<file path="config.mk">
export PLATFORM = sky130hd
export DESIGN_NAME = sorted_stack_queue_core
export DESIGN_NICKNAME = d
export VERILOG_FILES = /design/src/hdl/ssq_pkg.sv /design/src/hdl/ssq_ram.sv /design/src/hdl/ssq_ctrl.sv /design/src/hdl/ssq_dpath.sv /design/src/hdl/sorted_stack_queue_core.sv
export SDC_FILE = /design/constraint.sdc
export NUM_CORES = 1
export LEC_CHECK = 0
export BUFFER_PORTS_ARGS = -buffer_cell sky130_fd_sc_hd__buf_4
export CAP_MARGIN = 10
export CORE_ASPECT_RATIO = 0.6
export CORE_MARGIN = 3
export CORE_UTILIZATION = 40
export CTS_BUF_LIST = sky130_fd_sc_hd__clkbuf_4 sky130_fd_sc_hd__clkbuf_8
export DETAILED_ROUTE_END_ITERATION = 8
export PLACE_DENSITY = 0.56
export RECOVER_POWER = 100
export SLEW_MARGIN = 40
export SYNTH_ARGS = -nofsm -noshare
export SYNTH_HDL_FRONTEND = slang
export SYNTH_SLANG_ARGS = --single-unit
export TNS_END_PERCENT = 30
</file>
<file path="constraint.sdc">
create_clock -name i_clk -period 5.6 [get_ports i_clk]
set_input_delay 1.68 -clock i_clk [delete_from_list [all_inputs] [get_ports i_clk]]
set_output_delay 1.68 -clock i_clk [all_outputs]
set_load 0.05 [all_outputs]
</file>
<file path="src/hdl/ssq_pkg.sv">
`timescale 1ns / 1ps
// ----------------------------------------------------------------------------
// ssq_pkg
// Shared constants and controller/datapath interface types for the sorted
// stack queue.
// ----------------------------------------------------------------------------
package ssq_pkg;

    // default number of stored entries
    localparam int DEPTH_DEF = 16;

    // data and field widths
    localparam int DATA_W  = 32;
    localparam int STAT_W  = 2;
    localparam int COUNT_W = 5;

    // operation codes
    localparam logic FUNC_INSERT = 1'b0;
    localparam logic FUNC_POP    = 1'b1;

    // result status codes
    localparam logic [STAT_W-1:0] ST_OK    = 2'd0;
    localparam logic [STAT_W-1:0] ST_EMPTY = 2'd1;
    localparam logic [STAT_W-1:0] ST_FULL  = 2'd2;

    // result value of a pop on an empty store
    localparam logic [DATA_W-1:0] NEG_ONE = '1;

    // commands from controller to datapath
    typedef struct packed {
        logic load;       // capture request, start position at top
        logic rd;         // read entry below current position
        logic shift;      // move read entry up one slot, step position down
        logic place;      // write new value at current position
        logic pop_take;   // return read entry, drop top
        logic set_empty;  // report pop on empty store
        logic set_full;   // report rejected insert
        logic out_load;   // move result into output register
    } t_dp_cmd;

    // status from datapath to controller
    typedef struct packed {
        logic func_pop;   // captured request is a pop
        logic empty;      // no entries stored
        logic full;       // store at capacity
        logic pos_zero;   // position reached the bottom
        logic data_gt;    // read entry greater than new value
        logic out_free;   // output register can take a result
    } t_dp_stat;

endpackage

</file>
<file path="src/hdl/ssq_ram.sv">
`timescale 1ns / 1ps
// ----------------------------------------------------------------------------
// ssq_ram
// Generic memory with one write port and one read port, registered read.
// ----------------------------------------------------------------------------
module ssq_ram #(
    parameter int WIDTH = 32,
    parameter int DEPTH = 16
) (
    input  logic                     i_clk,
    input  logic                     i_we,
    input  logic [$clog2(DEPTH)-1:0] i_waddr,
    input  logic [WIDTH-1:0]         i_wdata,
    input  logic                     i_re,
    input  logic [$clog2(DEPTH)-1:0] i_raddr,
    output logic [WIDTH-1:0]         o_rdata
);

    logic [WIDTH-1:0] r_mem [DEPTH];
    logic [WIDTH-1:0] r_rdata;

    // write, and registered read that holds while no read is issued
    always_ff @(posedge i_clk) begin
        if (i_we) begin
            r_mem[i_waddr] <= i_wdata;
        end
        if (i_re) begin
            r_rdata <= r_mem[i_raddr];
        end
    end

    assign o_rdata = r_rdata;

endmodule

</file>
<file path="src/hdl/ssq_ctrl.sv">
`timescale 1ns / 1ps
// ----------------------------------------------------------------------------
// ssq_ctrl
// Controller: sequences one request at a time through the entry walk and
// hands the result to the output register.
// ----------------------------------------------------------------------------
module ssq_ctrl (
    input  logic             i_clk,
    input  logic             i_rst_n,
    input  logic             i_valid,
    output logic             o_in_ready,
    input  ssq_pkg::t_dp_stat i_stat,
    output ssq_pkg::t_dp_cmd  o_cmd
);

    typedef enum logic [3:0] {
        S_IDLE = 4'b0001,
        S_READ = 4'b0010,
        S_CMP  = 4'b0100,
        S_DONE = 4'b1000
    } t_state;

    t_state r_state;
    t_state n_state;

    assign o_in_ready = (r_state == S_IDLE);

    // next state and commands
    always_comb begin
        n_state = r_state;
        o_cmd   = '0;
        case (r_state)
            S_IDLE: begin
                if (i_valid) begin
                    o_cmd.load = 1'b1;
                    n_state    = S_READ;
                end
            end
            S_READ: begin
                if (i_stat.func_pop) begin
                    if (i_stat.empty) begin
                        o_cmd.set_empty = 1'b1;
                        n_state         = S_DONE;
                    end else begin
                        o_cmd.rd = 1'b1;
                        n_state  = S_CMP;
                    end
                end else if (i_stat.full) begin
                    o_cmd.set_full = 1'b1;
                    n_state        = S_DONE;
                end else if (i_stat.pos_zero) begin
                    o_cmd.place = 1'b1;
                    n_state     = S_DONE;
                end else begin
                    o_cmd.rd = 1'b1;
                    n_state  = S_CMP;
                end
            end
            S_CMP: begin
                if (i_stat.func_pop) begin
                    o_cmd.pop_take = 1'b1;
                    n_state        = S_DONE;
                end else if (i_stat.data_gt) begin
                    o_cmd.shift = 1'b1;
                    n_state     = S_READ;
                end else begin
                    o_cmd.place = 1'b1;
                    n_state     = S_DONE;
                end
            end
            S_DONE: begin
                if (i_stat.out_free) begin
                    o_cmd.out_load = 1'b1;
                    n_state        = S_IDLE;
                end
            end
            default: begin
                n_state = S_IDLE;
            end
        endcase
    end

    // state register
    always_ff @(posedge i_clk) begin
        if (!i_rst_n) begin
            r_state <= S_IDLE;
        end else begin
            r_state <= n_state;
        end
    end

    // a walk step always follows a read issued the cycle before
    a_cmp_after_read: assert property (@(posedge i_clk) disable iff (!i_rst_n)
        (r_state == S_CMP) |-> $past(o_cmd.rd))
        else $error("compare state entered without a read");

    // a result is only loaded once the request has been resolved
    a_done_after_result: assert property (@(posedge i_clk) disable iff (!i_rst_n)
        $rose(r_state == S_DONE) |-> $past(o_cmd.place || o_cmd.pop_take
            || o_cmd.set_empty || o_cmd.set_full))
        else $error("done state entered without a resolved result");

    // a new request is only taken when the previous result has been handed off
    a_load_from_idle: assert property (@(posedge i_clk) disable iff (!i_rst_n)
        o_cmd.load |-> (r_state == S_IDLE) && !$past(r_state == S_READ)
            && !$past(r_state == S_CMP))
        else $error("request taken while another is in progress");

endmodule

</file>
<file path="src/hdl/ssq_dpath.sv">
`timescale 1ns / 1ps
// ----------------------------------------------------------------------------
// ssq_dpath
// Datapath: entry memory, count, walk position, compare and output register.
// ----------------------------------------------------------------------------
module ssq_dpath #(
    parameter int DEPTH = ssq_pkg::DEPTH_DEF
) (
    input  logic                         i_clk,
    input  logic                         i_rst_n,
    input  ssq_pkg::t_dp_cmd             i_cmd,
    output ssq_pkg::t_dp_stat            o_stat,
    input  logic                         i_func,
    input  logic [ssq_pkg::DATA_W-1:0]   i_value,
    output logic                         o_valid,
    input  logic                         i_ready,
    output logic [ssq_pkg::DATA_W-1:0]   o_result_value,
    output logic [ssq_pkg::STAT_W-1:0]   o_status,
    output logic [ssq_pkg::COUNT_W-1:0]  o_entry_count
);

    localparam int AW = $clog2(DEPTH);
    localparam int CW = $clog2(DEPTH + 1);
    localparam logic [CW-1:0] FULL_CNT = CW'(DEPTH);

    // request and walk state
    logic                        r_func;
    logic [ssq_pkg::DATA_W-1:0]  r_value;
    logic [CW-1:0]               r_pos;
    logic [CW-1:0]               r_count;
    logic [ssq_pkg::DATA_W-1:0]  r_res;
    logic [ssq_pkg::STAT_W-1:0]  r_st;

    // output register
    logic                        r_o_valid;
    logic [ssq_pkg::DATA_W-1:0]  r_o_value;
    logic [ssq_pkg::STAT_W-1:0]  r_o_status;
    logic [CW-1:0]               r_o_count;

    // memory ports
    logic                        w_we;
    logic [AW-1:0]               w_waddr;
    logic [ssq_pkg::DATA_W-1:0]  w_wdata;
    logic [AW-1:0]               w_raddr;
    logic [ssq_pkg::DATA_W-1:0]  w_rdata;
    logic [CW-1:0]               w_pos_dn;
    logic [CW+ssq_pkg::COUNT_W-1:0] w_cnt_ext;

    // address the entry just below the position, write at the position
    assign w_pos_dn = r_pos - CW'(1);
    assign w_raddr  = w_pos_dn[AW-1:0];
    assign w_waddr  = r_pos[AW-1:0];
    assign w_we     = i_cmd.shift | i_cmd.place;
    assign w_wdata  = i_cmd.shift ? w_rdata : r_value;

    ssq_ram #(
        .WIDTH (ssq_pkg::DATA_W),
        .DEPTH (DEPTH)
    ) u_ram (
        .i_clk   (i_clk),
        .i_we    (w_we),
        .i_waddr (w_waddr),
        .i_wdata (w_wdata),
        .i_re    (i_cmd.rd),
        .i_raddr (w_raddr),
        .o_rdata (w_rdata)
    );

    // status back to the controller
    assign o_stat.func_pop = (r_func == ssq_pkg::FUNC_POP);
    assign o_stat.empty    = (r_count == '0);
    assign o_stat.full     = (r_count == FULL_CNT);
    assign o_stat.pos_zero = (r_pos == '0);
    assign o_stat.data_gt  = ($signed(w_rdata) > $signed(r_value));
    assign o_stat.out_free = !r_o_valid || i_ready;

    // capture request and hold result fields
    always_ff @(posedge i_clk) begin
        if (i_cmd.load) begin
            r_func  <= i_func;
            r_value <= i_value;
            r_pos   <= r_count;
        end else if (i_cmd.shift) begin
            r_pos <= w_pos_dn;
        end
        if (i_cmd.place) begin
            r_res <= '0;
            r_st  <= ssq_pkg::ST_OK;
        end
        if (i_cmd.pop_take) begin
            r_res <= w_rdata;
            r_st  <= ssq_pkg::ST_OK;
        end
        if (i_cmd.set_empty) begin
            r_res <= ssq_pkg::NEG_ONE;
            r_st  <= ssq_pkg::ST_EMPTY;
        end
        if (i_cmd.set_full) begin
            r_res <= '0;
            r_st  <= ssq_pkg::ST_FULL;
        end
        if (i_cmd.out_load) begin
            r_o_value  <= r_res;
            r_o_status <= r_st;
            r_o_count  <= r_count;
        end
    end

    // entry count and output valid
    always_ff @(posedge i_clk) begin
        if (!i_rst_n) begin
            r_count   <= '0;
            r_o_valid <= 1'b0;
        end else begin
            if (i_cmd.place) begin
                r_count <= r_count + CW'(1);
            end else if (i_cmd.pop_take) begin
                r_count <= r_count - CW'(1);
            end
            if (i_cmd.out_load) begin
                r_o_valid <= 1'b1;
            end else if (i_ready) begin
                r_o_valid <= 1'b0;
            end
        end
    end

    // count field wraps to its width
    assign w_cnt_ext      = {{ssq_pkg::COUNT_W{1'b0}}, r_o_count};
    assign o_valid        = r_o_valid;
    assign o_result_value = r_o_value;
    assign o_status       = r_o_status;
    assign o_entry_count  = w_cnt_ext[ssq_pkg::COUNT_W-1:0];

    a_count_bound: assert property (@(posedge i_clk) disable iff (!i_rst_n)
        r_count <= FULL_CNT)
        else $error("entry count above capacity");

    a_shift_above_bottom: assert property (@(posedge i_clk) disable iff (!i_rst_n)
        i_cmd.shift |-> (r_pos != '0) && (r_pos <= r_count))
        else $error("entry move outside stored range");

    a_place_not_full: assert property (@(posedge i_clk) disable iff (!i_rst_n)
        i_cmd.place |-> (r_count != FULL_CNT) && (r_func == ssq_pkg::FUNC_INSERT))
        else $error("value written into full store or on pop");

    a_out_no_overwrite: assert property (@(posedge i_clk) disable iff (!i_rst_n)
        (r_o_valid && !i_ready) |=> $stable(r_o_value) && $stable(r_o_status))
        else $error("pending result overwritten");

endmodule

</file>
<file path="src/hdl/sorted_stack_queue_core.sv">
`timescale 1ns / 1ps
// ----------------------------------------------------------------------------
// sorted_stack_queue_core
// Bounded max-priority queue over signed 32-bit values, kept as a sorted stack.
// ----------------------------------------------------------------------------
// Input channel (i_valid / o_ready): i_func selects a sorted insert of i_value
// or a pop of the largest entry. Output channel (o_valid / i_ready): one
// result per request with o_result_value, o_status and o_entry_count, the
// count after the operation.
// One request is in flight at a time. A pop on an empty store or an insert
// into a full store is resolved without a memory read; a pop reads the top
// entry and returns it. An insert walks down from the top of the store
// through the single read port of the entry memory, with its registered
// read: each step reads the entry below the position and moves it up one
// slot if it is larger, and the walk ends by writing the value above the
// first entry that is not larger, or at the bottom of the store. Each moved
// entry takes a read step and a compare/write step. The next request is
// taken once the previous result has entered the output register, so a
// finished result may wait there while the next request is being worked.
// If the receiver stalls, the result holds and the block stops after
// finishing the following request, until the output transfer.
// Reset empties the store at once (count to zero, no clearing pass) and drops
// any pending result.
// ----------------------------------------------------------------------------
module sorted_stack_queue_core #(
    parameter int DEPTH = ssq_pkg::DEPTH_DEF
) (
    input  logic                         i_clk,
    input  logic                         i_rst_n,
    input  logic                         i_valid,
    output logic                         o_ready,
    input  logic                         i_func,
    input  logic [ssq_pkg::DATA_W-1:0]   i_value,
    output logic                         o_valid,
    input  logic                         i_ready,
    output logic [ssq_pkg::DATA_W-1:0]   o_result_value,
    output logic [ssq_pkg::STAT_W-1:0]   o_status,
    output logic [ssq_pkg::COUNT_W-1:0]  o_entry_count
);

    ssq_pkg::t_dp_cmd  w_cmd;
    ssq_pkg::t_dp_stat w_stat;

    // sequence the request
    ssq_ctrl u_ctrl (
        .i_clk      (i_clk),
        .i_rst_n    (i_rst_n),
        .i_valid    (i_valid),
        .o_in_ready (o_ready),
        .i_stat     (w_stat),
        .o_cmd      (w_cmd)
    );

    // store, walk and output register
    ssq_dpath #(
        .DEPTH (DEPTH)
    ) u_dpath (
        .i_clk          (i_clk),
        .i_rst_n        (i_rst_n),
        .i_cmd          (w_cmd),
        .o_stat         (w_stat),
        .i_func         (i_func),
        .i_value        (i_value),
        .o_valid        (o_valid),
        .i_ready        (i_ready),
        .o_result_value (o_result_value),
        .o_status       (o_status),
        .o_entry_count  (o_entry_count)
    );

endmodule

</file>
==> metrics.md, run 1 <==
| Metric | Value |
|---|---|
| Status | `finished, violations left` |
| Failing checks | `capacitance limit, slew limit` |
| Count leader, synth | `edfxtp_1` |
| Initial core utilization | `0.407` |
| Max-cap violations | `21` |
| Maximum VDD drop | `0.160 mV` |
| GR Overflow Total | `0` |
| Register area share after synthesis | `0.760` |
| Yosys top cell by area | `edfxtp_1` |
| Multi-input logic area | `just under 6000 µm²` |
| Synthesis Warnings | `0` |
| Fill cells | `5401` |
| PostCTS Resize Cnt | `0` |
| Total track usage | `0.187` |
| Number of H-tree levels | `3` |
| HP Class | `reg2reg` |
| CP required | `slightly below 6 ns` |
| Routed len/inst | `27.2 µm` |
| Synthesis-to-layout area growth | `13.1%` |
| CP Cell Sequence | `ha_1, nand4_1, or4_1, nor3_1, or4_1, a21oi_1, nand2b_1, clkbuf_1, mux2_1` |
| Worst path bufs/invs | `1` |
| CTS Buf Count | `98` |
| Layout Nets | `1433` |
| Slew headroom | `-0.914` |
| Clock Skew | `between 0.03 and 0.04 ns` |
| Worst EP arrival | `5.46 ns` |
| Final Hold Viols | `0` |
| Gpl congestion | `0.743` |
| Reg clk slew, reported paths | `around 0.060 ns` |
| Worst Setup Path Type | `reg2reg` |
| #FFs+latches synth | `665` |
| Max stage delay cell, worst path | `clkbuf_1` |
| Drt first-iter violations | `1128` |
| Total power | `10.9 mW` |
| CORE AREA | `63100 µm²` |
| RSZ-0062 raised after global routing | `no` |
| Remaining DRCs | `0` |
| Leak Pwr | `roughly 9.4 nW` |
| Syn Nets | `1271` |
| Top achievable clock speed | `between 150 and 200 MHz` |
| Root Buffer Master | `clkbuf_8` |
| Die Ht | `slightly above 200 µm` |
| Yosys top cell area share | `0.726` |
| FF/Latch Area | `19500 µm²` |
| Final min period | `5.11 ns` |
| First-pass GRT wire length | `roughly 91 mm` |
| Setup TNS | `0 ns` |
| Worst hold start | `u_dpath.r_res[7]` |
| Reg2reg path depth | `9` |
| Iteration count of the initial detailed-routing pass | `4` |
| Worst-Skew Late Latency | `0.71 ns` |
| Reg2reg setup slack | `0.49 ns` |
| Cell Rows | `71` |
| Clock buffer depth | `3` |
| # Post-CTS Setup Buffers | `0` |
| WHS Path Cells | `0` |
| Die W | `333 µm` |
| Share of cells above drive strength 1 | `0.253` |
| Largest cells by area after synthesis | `edfxtp_1 (73%), mux4_2 (14%), dfxtp_1 (3.4%)` |
| Synth top cells by count | `edfxtp_1 (621), mux4_2 (160), dfxtp_1 (44), clkbuf_1 (40), ha_1 (39)` |
| Delay-heaviest family, CP | `simple AND/OR/NAND/NOR gates` |
| IO Count | `78` |
| CTS tree | `built` |
| CP peak stage delay | `0.98 ns` |
| Worst setup EP type | `flop` |
| Synth async-reset ratio | `0` |
| Final HPWL DP | `35.3 mm` |
| Power Density | `374 nW/µm²` |
| Worst path most repeated cell | `or4_1` |
| Number of synthesized flops with an enable pin | `621` |
| Input/output buffers | `77` |
| CTS sink count | `around 670` |
| Reg-to-reg endpoint | `u_dpath.u_ram.r_mem[10][7]` |
| Number of routed nets with antenna violations | `0` |
| RR Startpoint | `u_dpath.u_ram.o_rdata[31]` |
| Critical Path Fanout Max | `16` |
| Via/cell ratio | `5.55` |
| Avg Cell Area, Syn | `21.5 µm²` |
| Smallest hold slack | `0.435 ns` |
| Initial antenna violation count | `3` |
| Worst hold path endpoint | `u_dpath.o_result_value[7]` |
| # hold bufs at CTS | `0` |
| Routed wire length | `61.9 mm` |
| Final period util | `0.912` |
| Synth Flop Type | `edfxtp_1` |
| Synthesized area | `25700 µm²` |
| Worst setup SP type | `flop` |
| Finish-stage setup viols | `0` |
| Worst-Margin Slew | `2.87 ns` |
| Pins Over Slew Limit | `318` |
| Synth Instances | `1194` |
| DIE AREA | `around 67000 µm²` |
| Number of global-route vias before repair | `13000` |
| Largest net degree at the start of global routing | `93` |
| Synth cell types | `52` |
| Via Count | `12600` |
==> cell type report <==
type                            instances  area share
Antenna cell                            1   0.0000861
Clock buffer                          127      0.0563
Clock inverter                         50      0.0101
Inverter                               38     0.00495
Multi-Input combinational cell        435       0.198
Sequential cell                       665       0.672
Tap cell                              839      0.0361
Timing Repair Buffer                  118      0.0223
==> state kept, by name, indices dropped and copies added (netlist names) <==
register	cells
u_dpath.r_func	1
u_ctrl.r_state	4
u_dpath.u_ram.o_rdata	32
u_dpath.r_res	32
u_dpath.o_status	2
u_dpath.r_value	32
u_dpath.o_entry_count	5
u_dpath.r_st	2
u_dpath.o_result_value	32
u_dpath.u_ram.r_mem	512
u_dpath.o_valid	1
u_dpath.r_count	5
u_dpath.r_pos	5
==> worst register-to-register path: stages (launching register included) <==
cell and delay, ns:
edfxtp_1 0.42, ha_1 0.37, nand4_1 0.34, or4_1 0.81
nor3_1 0.53, or4_1 0.26, a21oi_1 0.11, nand2b_1 0.27
clkbuf_1 0.98, mux2_1 0.64
==> report_power, final <==
part	total (mW)	internal, mW	switching [mW]
clock network	3.87	2.01	1.87
logic	1.20	0.597	0.602
registers	5.79	5.68	0.102
total	10.9	8.29	2.57
==> metrics by stage <==
| step | area (µm²) | setup WS, ns | instances | util |
|---|---|---|---|---|
| after floorplan | 25700 | 0.899 | 1194 | - |
| after global placement | 27500 | 1.04 | 2091 | 0.437 |
| after detailed placement | 27700 | 0.929 | 2094 | 0.439 |
| after CTS | 29600 | 0.899 | 2271 | 0.469 |
| after global routing | 29100 | 0.349 | 2273 | 0.461 |
| final | 29100 | 0.494 | 2273 | 0.461 |
==> cells by family (layout without fill, tap and decap cells) <==
| group | count (synthesis) | after routing | share of synthesized area |
|---|---|---|---|
| buffers and inverters | 94 | 333 | 0.0156 |
| other | 0 | 1 | 0 |
| AO/OA/AOI/OAI | 87 | 87 | 0.0261 |
| flip-flops | 665 | 665 | 0.760 |
| XOR/XNOR | 4 | 4 | 0.00136 |
| AND/OR/NAND/NOR | 109 | 109 | 0.0218 |
| multiplexers | 195 | 195 | 0.155 |
| adder cells (fa/ha/maj) | 40 | 40 | 0.0198 |
==> worst max-delay path by stage <==
stage	startpoint	endpoint	slack, ns	depth (start not counted)
finish	u_dpath.u_ram.o_rdata[31]	u_dpath.u_ram.r_mem[10][7]	0.49	9
CTS	u_dpath.u_ram.o_rdata[31]	u_dpath.r_count[4]	0.90	13
detailed placement	u_dpath.u_ram.o_rdata[31]	u_dpath.r_count[4]	0.93	13
floorplan	u_dpath.r_pos[0]	u_dpath.u_ram.r_mem[3][0]	0.90	11
global route	u_dpath.u_ram.o_rdata[31]	u_dpath.u_ram.r_mem[13][19]	0.35	9
global placement	u_dpath.u_ram.o_rdata[31]	u_dpath.r_count[4]	1.04	13
==> cells in the final DEF (no fill, tap or decap), types with 9 or more instances in the layout <==
cell,netlist,final
clkbuf_2,1,9
clkbuf_4,0,42
inv_1,38,37
clkbuf_1,40,74
clkinv_1,0,27
a221o_1,32,32
edfxtp_1,621,621
a21oi_1,24,26
mux4_2,160,160
nor2_1,29,29
nand2_1,29,29
dfxtp_1,44,44
clkinv_2,0,13
mux2_1,14,29
ha_1,39,39
clkbuf_8,0,109
==> layer usage <==
metal	track usage	routed length, µm	vias to the layer above	share of wire
met5	0	13	-	0.00021
met4	0.0560	1550	2	0.025
met3	0.0504	4050	113	0.065
met2	0.282	28600	435	0.46
met1	0.266	27700	6753	0.45
li1	-	-	5321	-
No activity file was read; power rests on OpenSTA's default activity.
==> inputs of run 2 (changes only) <==
MAX_ROUTING_LAYER = met4   (was default)
==> run 2 against run 1 <==
Against the previous run:
- the flow still finishes with violations (capacitance limit, slew limit)
- worst setup slack improved by 0.0012 ns
- combinational power is essentially flat
- non-clock buffer count stayed put
- via count increased by 0.21%
- sequential cell count is the same
- die area unchanged
- critical endpoint is now u_dpath.u_ram.r_mem[14][24]
- largest cell class unchanged
- highest routed layer is now met4
==> metrics.md, run 2 (same netlist as run 1, synthesis figures left out) <==
| Metric | Value |
|---|---|
| Total track usage | `0.192` |
| Number of H-tree levels | `3` |
| IO Count | `78` |
| Placed Cells | `2094` |
| Final min period | `5.10 ns` |
| Critical Path Fanout Max | `17` |
| Via/cell ratio | `roughly 5.6` |
| Most frequent cells in the layout | `edfxtp_1 (621), mux4_2 (160), clkbuf_8 (109)` |
| Final Hold Viols | `0` |
| HP Class | `reg2reg` |
| CP Cell Sequence | `ha_1, nand4_1, or4_1, nor3_1, or4_1, a21oi_1, nand2b_1, clkbuf_1, mux2_1` |
| CTS tree | `built` |
| Status | `finished, violations left` |
| Maximum VDD drop | `0.160 mV` |
| Power Density | `374 nW/µm²` |
| Leak Pwr | `9.44 nW` |
| Remaining DRCs | `0` |
| Die Ht | `202 µm` |
| Clock Skew | `0.0327 ns` |
| # hold bufs at CTS | `0` |
| Iteration count of the initial detailed-routing pass | `5` |
| Max-cap violations | `20` |
| Worst path most repeated cell | `or4_1` |
| Die W | `333 µm` |
| CTS Buf Count | `98` |
| Routed wire length | `62.0 mm` |
| Number of routed nets with antenna violations | `0` |
| # Post-CTS Setup Buffers | `0` |
| RR Startpoint | `u_dpath.u_ram.o_rdata[31]` |
| Total power | `10.9 mW` |
| Initial antenna violation count | `3` |
| Share of cells above drive strength 1 | `0.253` |
| Pins Over Slew Limit | `351` |
| Reg clk slew, reported paths | `0.06 ns` |
| GR Overflow Total | `0` |
| Drt first-iter violations | `1057` |
| CP peak stage delay | `around 0.96 ns` |
| Final Util | `0.461` |
| Setup TNS | `0 ns` |
| RSZ-0062 raised after global routing | `no` |
| Number of flip-flops in the largest register | `512` |
| Worst setup SP type | `flop` |
| Most common cell after layout, fill and taps aside | `edfxtp_1` |
| Clock buffer depth | `3` |
| Worst setup EP type | `flop` |
| Layout Nets | `1433` |
| Routed len/inst | `27.3 µm` |
| CORE AREA | `around 63000 µm²` |
| Crit. Startpoint | `u_dpath.u_ram.o_rdata[31]` |
| Max stage delay cell, worst path | `clkbuf_1` |
| Reg with most FFs | `u_dpath.u_ram.r_mem` |
| Failing checks | `capacitance limit, slew limit` |
| Worst hold start | `u_dpath.r_res[7]` |
| DIE AREA | `approximately 67000 µm²` |
| Finish-stage setup viols | `0` |
| Worst-Margin Slew | `2.87 ns` |
| Root Buffer Master | `clkbuf_8` |
| First-pass GRT wire length | `between 90 and 100 mm` |
| PostCTS Resize Cnt | `0` |
| CTS sink count | `665` |
| Synthesis-to-layout area growth | `13.1%` |
| Initial core utilization | `0.407` |
| Final HPWL DP | `35.3 mm` |
| CP required | `5.95 ns` |
| Fin cells | `2274` |
| Worst Setup Path Type | `reg2reg` |
| Delay-heaviest family, CP | `simple AND/OR/NAND/NOR gates` |
| Top achievable clock speed | `196 MHz` |
| Final period util | `0.912` |
| Worst-Skew Late Latency | `0.71 ns` |
| Cell Rows | `between 70 and 80` |
| Gpl congestion | `0.752` |
| Worst path bufs/invs | `1` |
| Via Count | `between 10000 and 15000` |
| Slew headroom | `-0.912` |
| Number of global-route vias before repair | `between 10000 and 15000` |
| Largest net degree at the start of global routing | `93` |
| Worst EP arrival | `5.45 ns` |
| Input/output buffers | `77` |
[run 2: final timing paths]
check / end / slack (ns) / depth (start not counted)
max: u_dpath.u_ram.r_mem[14][24] / 0.50 / 9
min: u_dpath.o_result_value[7] / 0.43 / 0
max reg2reg: u_dpath.u_ram.r_mem[14][24] / 0.50 / 9
min reg2reg: u_dpath.o_result_value[7] / 0.43 / 0
[run 2: where the power goes]
part | switching [mW] | total, mW | internal (mW) | leakage [nW]
registers | 0.102 | 5.79 | 5.68 | 5.98
logic | 0.602 | 1.20 | 0.597 | 2.46
clock network | 1.87 | 3.88 | 2.01 | 1.01
total | 2.57 | 10.9 | 8.29 | 9.44
[run 2: area by class of cell]
cell class	count	area, µm²
antenna	2	5.00
clock buffer	127	1640
clock inverter	50	294
fill	5400	34000
inverter	38	144
multi-input combinational	435	5760
sequential	665	19500
tap	839	1050
timing repair buffer	118	647
[run 2: stage by stage]
stage	setup slack [ns]	hold slack (ns)	cell area [µm²]
after floorplan	0.899	0.407	25700
after global placement	1.04	0.420	27500
after detailed placement	0.929	0.423	27700
after CTS	0.899	0.426	29600
after global routing	0.355	0.439	29100
final	0.495	0.435	29100
[run 2: routing by layer]
layer  GRT usage  vias up  wire (µm)
met5           -        -          0
met4      0.0560        0       1530
met2       0.283      417      28800
met3      0.0492      122       3780
li1            -     5325          -
met1       0.267     6786      27900
==> inputs of run 3 (changes only) <==
TNS_END_PERCENT = 20   (was 30)
clock period = 5.2 ns   (was 5.6 ns; I/O delays follow)
==> run 3 against run 2 <==
Against the previous run:
- die area is the same
- highest routed layer unchanged
- critical path depth did not move
- the run still ends with capacitance limit, slew limit left
- sequential share of layout area grew 0.093 points
- power rose by 7.0%
- cell area fell by 0.14%
==> metrics.md, run 3 (same netlist as run 1, synthesis figures left out) <==
| Metric | Value |
|---|---|
| Finish-stage setup viols | `0` |
| HP Class | `reg2reg` |
| Reg2reg setup slack | `approximately 0.31 ns` |
| Most common cell after layout, fill and taps aside | `edfxtp_1` |
| CP endpoint | `u_dpath.u_ram.r_mem[7][23]` |
| Delay-heaviest family, CP | `simple AND/OR/NAND/NOR gates` |
| First-pass GRT wire length | `89.9 mm` |
| RR Startpoint | `u_dpath.u_ram.o_rdata[30]` |
| Pins Over Slew Limit | `176` |
| Remaining DRCs | `0` |
| Total track usage | `0.191` |
| Final HPWL DP | `around 34 mm` |
| Initial core utilization | `0.407` |
| Smallest hold slack | `0.420 ns` |
| Most frequent cells in the layout | `edfxtp_1 (621), mux4_2 (160), clkbuf_8 (103)` |
| Reg2reg path depth | `9` |
| Reg clk slew, reported paths | `0.07 ns` |
| Crit. Startpoint | `u_dpath.u_ram.o_rdata[30]` |
| Worst Setup Path Type | `reg2reg` |
| Drt first-iter violations | `1189` |
| Max-cap violations | `9` |
| Failing checks | `capacitance limit, slew limit` |
| Worst path most repeated cell | `or4_1` |
| CORE AREA | `63100 µm²` |
| Area after DPL | `27700 µm²` |
| Via/cell ratio | `5.51` |
| Setup TNS | `0 ns` |
| Input/output buffers | `77` |
| Number of global-route vias before repair | `~13000` |
| Slew headroom | `-0.425` |
| CTS sink count | `665` |
| Max stage delay cell, worst path | `clkbuf_1` |
| Share of cells above drive strength 1 | `0.259` |
| Number of flip-flops in the largest register | `512` |
| Number of H-tree levels | `3` |
| Via Count | `12500` |
| CTS tree | `built` |
| Reg-to-reg endpoint | `u_dpath.u_ram.r_mem[7][23]` |
| Gpl congestion | `0.765` |
| Initial antenna violation count | `4` |
| Final Hold Viols | `0` |
| Maximum VDD drop | `~0.24 mV` |
| Synthesis-to-layout area growth | `13.0%` |
| Final period util | `0.940` |
| Iteration count of the initial detailed-routing pass | `5` |
| Clock Skew | `between 0.03 and 0.04 ns` |
| Fin area | `29000 µm²` |
| RSZ-0062 raised after global routing | `no` |
| Top achievable clock speed | `205 MHz` |
| Reg with most FFs | `u_dpath.u_ram.r_mem` |
| Leak Pwr | `9.43 nW` |
| Worst-Skew Late Latency | `0.69 ns` |
| Diode count | `0` |
| Largest net degree at the start of global routing | `55` |
| CP peak stage delay | `between 0.9 and 1 ns` |
| Worst EP arrival | `5.19 ns` |
| Number of routed nets with antenna violations | `0` |
| WP depth | `9` |
| Worst setup EP type | `flop` |
| CP required | `5.51 ns` |
| Worst-Margin Slew | `2.13 ns` |
| Worst setup SP type | `flop` |
| Worst path bufs/invs | `1` |
| Critical Path Fanout Max | `18` |
| # Post-CTS Setup Buffers | `0` |
| PostCTS Resize Cnt | `0` |
| Power Density | `around 400 nW/µm²` |
| Die W | `333 µm` |
| Cell Rows | `71` |
| Layout Nets | `1430` |
| IO Count | `78` |
| # hold bufs at CTS | `0` |
| CP Cell Sequence | `ha_1, nand4_1, or4_1, nor3_1, or4_1, a21oi_1, nand2b_2, clkbuf_1, mux2_1` |
| Routed wire length | `61.6 mm` |
| GR Overflow Total | `0` |
| Routed len/inst | `27.1 µm` |
| DIE AREA | `67400 µm²` |
| Final min period | `4.89 ns` |
| Root Buffer Master | `clkbuf_8` |
| Die Ht | `202 µm` |
| Status | `finished, violations left` |
| Clock buffer depth | `3` |
| CTS Buf Count | `between 90 and 100` |
==> run 3: cell types whose count changed in the layout (fill, tap and decap cells not counted), moves of 5 or more <==
| cell | delta |
|---|---|
| clkbuf_1 | -9 |
| buf_4 | +5 |
| clkbuf_4 | +8 |
| clkinv_2 | -6 |
| clkbuf_8 | -6 |
| clkbuf_2 | +6 |
| clkinv_1 | +6 |
==> run 3: worst reg2reg max path: stages, from the launching register on <==
cell      delay, ns
edfxtp_1       0.44
ha_1           0.36
nand4_1        0.29
or4_1          0.77
nor3_1         0.53
or4_1          0.28
a21oi_1        0.12
nand2b_2       0.12
clkbuf_1       0.93
mux2_1         0.65
==> run 3: per-layer routing <==
layer,share of wire,GRT usage,vias up
met5,0,-,-
met1,0.46,0.272,6711
li1,-,-,5316
met2,0.46,0.282,396
met4,0.018,0.0470,0
met3,0.059,0.0390,88
==> run 3: cell type report <==
cell class / instances / area, µm²
Tap cell: 839 / 1050
Clock buffer: 130 / 1620
Multi-Input combinational cell: 435 / 5810
Clock inverter: 47 / 256
Timing Repair Buffer: 116 / 622
Inverter: 38 / 144
Fill cell: 5340 / 34000
Sequential cell: 665 / 19500
==> run 3: worst min-delay path by stage <==
stage                                   from                          to  slack [ns]  cells after the start
after floorplan           u_dpath.r_count[4]    u_dpath.o_entry_count[4]        0.41                      0
after global placement     u_dpath.r_res[19]  u_dpath.o_result_value[19]        0.41                      0
after detailed placement    u_dpath.r_res[9]   u_dpath.o_result_value[9]        0.42                      0
after CTS                  u_dpath.r_res[20]  u_dpath.o_result_value[20]        0.42                      0
after global routing       u_dpath.r_res[20]  u_dpath.o_result_value[20]        0.43                      0
final                      u_dpath.r_res[20]  u_dpath.o_result_value[20]        0.42                      0
==> run 3: report_power, final <==
group | switching [mW] | internal, mW
Sequential | 0.119 | 6.12
Clock | 1.97 | 2.12
Combinational | 0.652 | 0.640
==> run 3: per-stage QoR <==
stage               setup WS, ns  power [mW]  utilization  instances
CTS                        0.498        11.8        0.468       2269
global route               0.114        12.1        0.460       2270
detailed placement         0.529        7.68        0.438       2092
finish                     0.314        11.6        0.460       2270
floorplan                  0.499        7.23            -       1194
global placement           0.719        7.67        0.437       2089
